`src/rtl/spc_pkg.sv`:
```
`timescale 1ns / 1ps

package spc_pkg;

    localparam int SPC_MAX_LEN = 4096;
    localparam int CHAR_W      = 8;
    localparam int COUNT_W     = 13;
    localparam logic [CHAR_W-1:0] SEPARATOR = 8'd7;

    // controller -> datapath
    typedef struct packed {
        logic load;       // accepted input word: store byte, bump length
        logic init;       // start a pass: clear match length, q = 1, table[0] = 0
        logic save_back;  // keep the first pass result as the back count
        logic fetch;      // read symbols at q and at the match length
        logic compare;    // resolve one step of the prefix function
        logic emit;       // load the result register
        logic rev_first;  // pass reads reverse(s), separator, s
    } spc_cmd_t;

    // datapath -> controller
    typedef struct packed {
        logic too_long;   // the word being offered makes the string overflow
        logic backtrack;  // mismatch with a nonzero match length
        logic last_step;  // q is the final symbol of the sequence
        logic out_free;   // result register can take a new result
    } spc_status_t;

endpackage

```
`src/rtl/spc_ctrl.sv`:
```
`timescale 1ns / 1ps

module spc_ctrl
    import spc_pkg::*;
(
    input  logic        clk,
    input  logic        rst_n,
    input  logic        in_valid,
    input  logic        last_char,
    output logic        in_stall,
    input  spc_status_t status,
    output spc_cmd_t    cmd
);

    typedef enum logic [4:0] {
        S_IDLE  = 5'b00001,
        S_INIT  = 5'b00010,
        S_FETCH = 5'b00100,
        S_CMP   = 5'b01000,
        S_EMIT  = 5'b10000
    } state_t;

    state_t state_reg, state_next;
    logic   pass_reg, pass_next;
    logic   accept;

    assign in_stall = (state_reg != S_IDLE);
    assign accept   = in_valid && !in_stall;

    always_comb
    begin
        state_next    = state_reg;
        pass_next     = pass_reg;
        cmd           = '0;
        cmd.rev_first = !pass_reg;
        cmd.load      = accept;
        case (state_reg)
            S_IDLE:
            begin
                if (accept && last_char)
                begin
                    pass_next  = 1'b0;
                    state_next = status.too_long ? S_EMIT : S_INIT;
                end
            end
            S_INIT:
            begin
                cmd.init      = 1'b1;
                cmd.save_back = pass_reg;
                state_next    = S_FETCH;
            end
            S_FETCH:
            begin
                cmd.fetch  = 1'b1;
                state_next = S_CMP;
            end
            S_CMP:
            begin
                cmd.compare = 1'b1;
                if (status.backtrack)
                    state_next = S_FETCH;
                else if (status.last_step)
                begin
                    if (!pass_reg)
                    begin
                        pass_next  = 1'b1;
                        state_next = S_INIT;
                    end
                    else
                        state_next = S_EMIT;
                end
                else
                    state_next = S_FETCH;
            end
            S_EMIT:
            begin
                if (status.out_free)
                begin
                    cmd.emit   = 1'b1;
                    state_next = S_IDLE;
                end
            end
            default:
            begin
                state_next = S_IDLE;
            end
        endcase
    end

    always_ff @(posedge clk or negedge rst_n)
    begin
        if (!rst_n)
        begin
            state_reg <= S_IDLE;
            pass_reg  <= 1'b0;
        end
        else
        begin
            state_reg <= state_next;
            pass_reg  <= pass_next;
        end
    end

endmodule

```
`config.mk`:
```
export PLATFORM = sky130hd
export DESIGN_NAME = spc_ctrl
export DESIGN_NICKNAME = d
export VERILOG_FILES = /design/src/rtl/spc_pkg.sv /design/src/rtl/spc_ctrl.sv
export SDC_FILE = /design/constraint.sdc
export NUM_CORES = 1
export LEC_CHECK = 0
export ABC_AREA = 1
export BUFFER_PORTS_ARGS = -buffer_cell sky130_fd_sc_hd__buf_2
export CAP_MARGIN = 20
export CORE_UTILIZATION = 30
export DETAILED_ROUTE_END_ITERATION = 8
export PLACE_DENSITY_LB_ADDON = 0.2
export SYNTH_ARGS = -nofsm -noshare
export SYNTH_HDL_FRONTEND = slang
export SYNTH_SLANG_ARGS = --single-unit
```
`constraint.sdc`:
```
create_clock -name clk -period 4 [get_ports clk]
set_clock_uncertainty 0.15 [all_clocks]
set_input_delay 0.6 -clock clk [delete_from_list [all_inputs] [get_ports clk]]
set_output_delay 0.6 -clock clk [all_outputs]
set_load 0.02 [all_outputs]
```
==> impl_metrics.ini, run 1 <==
[critical_path]
ff2ff_setup_slack_ns = 2.58
cp.required_ns = 3.25
start_kind = register
critPathKind = reg -> out
worstReg2RegStart = state_reg[0]
reg2regPathDepth = 7
reg2reg_to = state_reg[4]
endpoint_kind = output pin
critPathMaxFanout = 6
crit_arrival_ns = 1.37

[synthesis]
yosysTopAreaCellShare = 0.282
ys_types = 15
synth.avg_cell_area_um2 = 7.28
synth_top_cell_by_area = dfrtp_1
syn_area_um2 = 444
syn_inst = 61
synth_fp_nets = 69
synth_seq_cells = 6
synth_area_leaders = dfrtp_1, inv_1, nand2_1, nor2_4, nand4_1
yosys_warnings = 0
ys_seq_area_frac = 0.341

[sta]
slew_headroom = 0.854
slew_violations = 0
period_needed_ns = 2.12
fmax_ghz = 0.472
setup_violations = 0
fin_crit_sh = 0.529
final.setup.tns_ns = 0
rsz0062_at_grt = false
final_hold_viol_count = 0
tightest_slew_ns = 0.219

[route]
wl_met1_um = 458
via_count = 424
wl_per_cell_um = 9.81
wl_met3_um = 59
wirelength_um = 912
ant_nets = 0
firstDrtPassIters = 2
route.met2.wl_um = 370
drt-initial-drc-count = 2
drc = 0
routed_via_density = 4.56
top_layer = met4

[clocking]
cts_tree = built
cts_sinks = 6
cts_setup_buffers = 0
ctsResizeCount = 0
cts_inserted_buffers = 3
clock_path_buffers = 2
hold_buffers = 0
htree_levels = 1
clk_pin_slew_ns = 0.05
clkLatencyLatePin_ns = 0.26
root_buffer = clkbuf_4

[finish]
post-route-cell-area_um2 = 549
syn_to_final_growth_pct = 23.7
drive_above_1_share = 0.397
nNetsFinal = 87
final_cells = 93
final_common_cell = buf_2
largest_register_ffs = 5
antenna_cells = 0
num-fill-cells = 152
final_cell_mix = buf_2, inv_1, nand2_1
finish.utilization = 0.412

[global_routing]
antenna_found_initial = 0
grt_use_total = 0.144
grt_pass1_vias = 334
grt_pass1_wl_um = 1390
grt_max_degree = 9
overflow = 0

[pwr]
p_seq_frac = 0.278
p_per_area_mw_per_mm2 = 685
max-vdd-ir-drop_mv = 0.290
pwr-share-clk = 0.168
totalPowerFinal_uw = 376
internal-power_uw = 189
p_sw_uw = 187
pwr-share-comb = 0.554
power_leakage_nw = 0.330
p_sw_frac = 0.497

[floorplan]
dieArea_mm2 = 0.00164
io_pins = 16
start_util = 0.333
core_region_area_mm2 = 0.00133
rows = 13
die_w_um = 40.5
die_y_um = 40.5

[place]
dp_hpwl_um = 740
gp_congestion = 0.810
port-buffer-count = 15
placed_cells = 89
postPlaceCellArea_um2 = 523

[hold_path]
hp-class = in -> async

[status]
outcome = completed

[run]
cap_violations = 0
[logic make-up after synthesis]
| group | Yosys count | share of synthesized area |
|---|---|---|
| AOI/OAI and AO/OA | 2 | 0.0310 |
| buffers and inverters | 16 | 0.152 |
| DFF | 6 | 0.341 |
| and+or+nand+nor | 37 | 0.476 |
[cells in the mapped netlist, drive strengths merged]
cell type	number
inv	14
buf	2
dfstp	1
dfrtp	5
nand4	7
nand3	5
a21oi	1
nor2	10
o21ai	1
nand2	15
[power groups by stage]
stage | Combinational, mW | Clock (mW) | Sequential (mW)
final | 0.209 | 0.0633 | 0.105
after global routing | 0.231 | 0.0674 | 0.107
after CTS | 0.209 | 0.0662 | 0.104
after detailed placement | 0.209 | 0 | 0.105
after global placement | 0.209 | 0 | 0.105
after floorplan | 0.170 | 0 | 0.102
[layout make-up]
class,count,area [um2],area share
clock buffer,4,26.3,0.0478
inverter,14,52.6,0.0957
tap,15,18.8,0.0342
timing repair buffer,15,75.1,0.137
sequential,6,151,0.276
multi-input combinational,39,225,0.410
[worst max path at each step]
stage,cells after the start,slack (ns),to,start
final,4,1.88,cmd[4],state_reg[2]
after global routing,5,1.79,cmd[6],state_reg[0]
after CTS,5,1.87,cmd[6],state_reg[0]
after detailed placement,5,2.15,cmd[6],state_reg[0]
after global placement,5,2.15,cmd[6],state_reg[0]
after floorplan,5,2.10,cmd[6],state_reg[0]
[worst max-delay path: stages, from the launching register on]
cell	delay, ns
dfrtp_1	0.42
nor2_4	0.20
nand4_1	0.19
nor2_1	0.12
buf_2	0.17
[per-stage QoR]
stage          setup WS, ns  hold slack (ns)
5_1_grt                1.79           0.0169
2_1_floorplan          2.10            0.154
3_3_place_gp           2.15            0.290
4_1_cts                1.87           0.0119
6_report               1.88          0.00964
3_5_place_dp           2.15            0.289
[layer usage]
layer,vias to the layer above,track usage
met1,184,0.170
li1,223,-
met3,4,0.0889
met5,-,0
met4,0,0.108
met2,13,0.183
(Power assumes the default switching activity.)
==> run 2, diff against run 1 <==
==> constraint.sdc (replaced) <==
create_clock -name clk -period 2.2 [get_ports clk]
set_clock_uncertainty 0.15 [all_clocks]
set_input_delay 0.33 -clock clk [delete_from_list [all_inputs] [get_ports clk]]
set_output_delay 0.33 -clock clk [all_outputs]
set_load 0.02 [all_outputs]
==> impl_metrics.ini, run 2 (same netlist as run 1, synthesis figures left out) <==
[clocking]
cts_inserted_buffers = 3
clkLatencyLatePin_ns = 0.26
clock_path_buffers = 2
cts_setup_buffers = 0
cts_sinks = 6
root_buffer = clkbuf_4
htree_levels = 1
clk_pin_slew_ns = 0.05
cts_tree = built

[route]
wl_per_cell_um = 9.60
ant_nets = 0
via_count = 426
drc = 0
firstDrtPassIters = 2
wirelength_um = 902
drt-initial-drc-count = 1
routed_via_density = 4.53

[global_routing]
grt_pass1_wl_um = 1410
grt_max_degree = 9
grt_use_total = 0.145
overflow = 0
grt_pass1_vias = 338
antenna_found_initial = 0

[finish]
regArea_um2 = 151
post-route-cell-area_um2 = 559
multi_input_area_um2 = 225
nNetsFinal = 88
final_cell_mix = buf_2, inv_1, nand2_1
final_common_cell = buf_2
largest_register_ffs = 5
syn_to_final_growth_pct = 25.9
num-fill-cells = 151
drive_above_1_share = 0.392
antenna_cells = 0

[sta]
period_needed_ns = 1.85
hold_ws_ns = 0.241
rsz0062_at_grt = false
final.setup.tns_ns = 0
setup_violations = 0
final_hold_viol_count = 0
fin_crit_sh = 0.842
tightest_slew_ns = 0.226
slew_violations = 0
fmax_ghz = 0.540
slew_headroom = 0.849

[hold_path]
hp-class = in -> reg
holdPathStages = 4

[critical_path]
path_cells = nor2_4 -> nand4_1 -> nor2_1 -> buf_2
cpMaxStageDelayCell = dfrtp_1
cp.required_ns = 1.72
crit_arrival_ns = 1.37
start_kind = register
reg2regPathDepth = 7
critPathMaxFanout = 6
slowest_delay_ns = 0.42
ff2ff_setup_slack_ns = 0.79
endpoint_kind = output pin
critPathKind = reg -> out

[pwr]
p_seq_frac = 0.277
p_per_area_mw_per_mm2 = 1230
max-vdd-ir-drop_mv = 0.503
totalPowerFinal_uw = 686
p_sw_uw = 340
pwr-share-clk = 0.169
power_leakage_nw = 0.334
p_sw_frac = 0.496
pwr-share-comb = 0.554
internal-power_uw = 345

[floorplan]
start_util = 0.333
die_w_um = 40.5
io_pins = 16
core_region_area_mm2 = 0.00133
die_y_um = 40.5
rows = 13
dieArea_mm2 = 0.00164

[run]
cap_violations = 0

[place]
gp_congestion = 0.810
postPlaceCellArea_um2 = 523
dp_hpwl_um = 736
port-buffer-count = 15

[status]
outcome = completed
## run 2: changes by cell type in the layout (fill, tap and decap cells not counted), sizes merged
cell | previous run | this run
dlygate4sd3 | 0 | 1
## run 2: power by group through the flow
stage	logic [mW]	registers [mW]	clock network, mW
4_1_cts	0.381	0.189	0.121
3_3_place_gp	0.379	0.190	0
5_1_grt	0.421	0.193	0.125
2_1_floorplan	0.309	0.186	0
6_report	0.380	0.190	0.116
3_5_place_dp	0.380	0.191	0
## run 2: cell type report
type,instances,share of cell area
multi-input cells,39,0.403
flip-flops and latches,6,0.271
repair buffers,16,0.152
inverters,14,0.0940
clock buffers,4,0.0470
well taps,15,0.0336
## run 2: timing repair
| action | 4_1_cts | 5_1_grt |
|---|---|---|
| hold buffers | 1 | 0 |
| gates resized for setup | 0 | 0 |
| hold endpoints to repair | 6 | 0 |
## run 2: worst paths after layout
kind                               from      endpoint
max in group asynchronous         rst_n  state_reg[0]
hold / removal                status[0]  state_reg[4]
setup reg to reg           state_reg[0]  state_reg[4]
hold reg to reg                pass_reg      pass_reg
min in group asynchronous         rst_n  state_reg[3]
setup / recovery           state_reg[2]        cmd[4]
## run 2: worst max-delay path: cells and delay by family, from the launching register on
| kind | cells | cell delay (ns) |
|---|---|---|
| flip-flops | 1 | 0.42 |
| AND/OR/NAND/NOR | 3 | 0.53 |
| buffers and inverters | 1 | 0.17 |
## run 2: metal layers
metal	up-vias	GRT usage	wire [um]
met1	184	0.173	456
met4	0	0.100	22
met5	-	0	0
met3	4	0.0833	57
met2	13	0.190	366
li1	225	-	-
## run 2: per-stage QoR
| stage | std cells | worst slack (ns) | util |
|---|---|---|---|
| after floorplan | 61 | 0.573 | - |
| after global placement | 89 | 0.624 | 0.392 |
| after detailed placement | 89 | 0.619 | 0.392 |
| after CTS | 94 | 0.344 | 0.419 |
| after global routing | 94 | 0.265 | 0.419 |
| final | 94 | 0.347 | 0.419 |
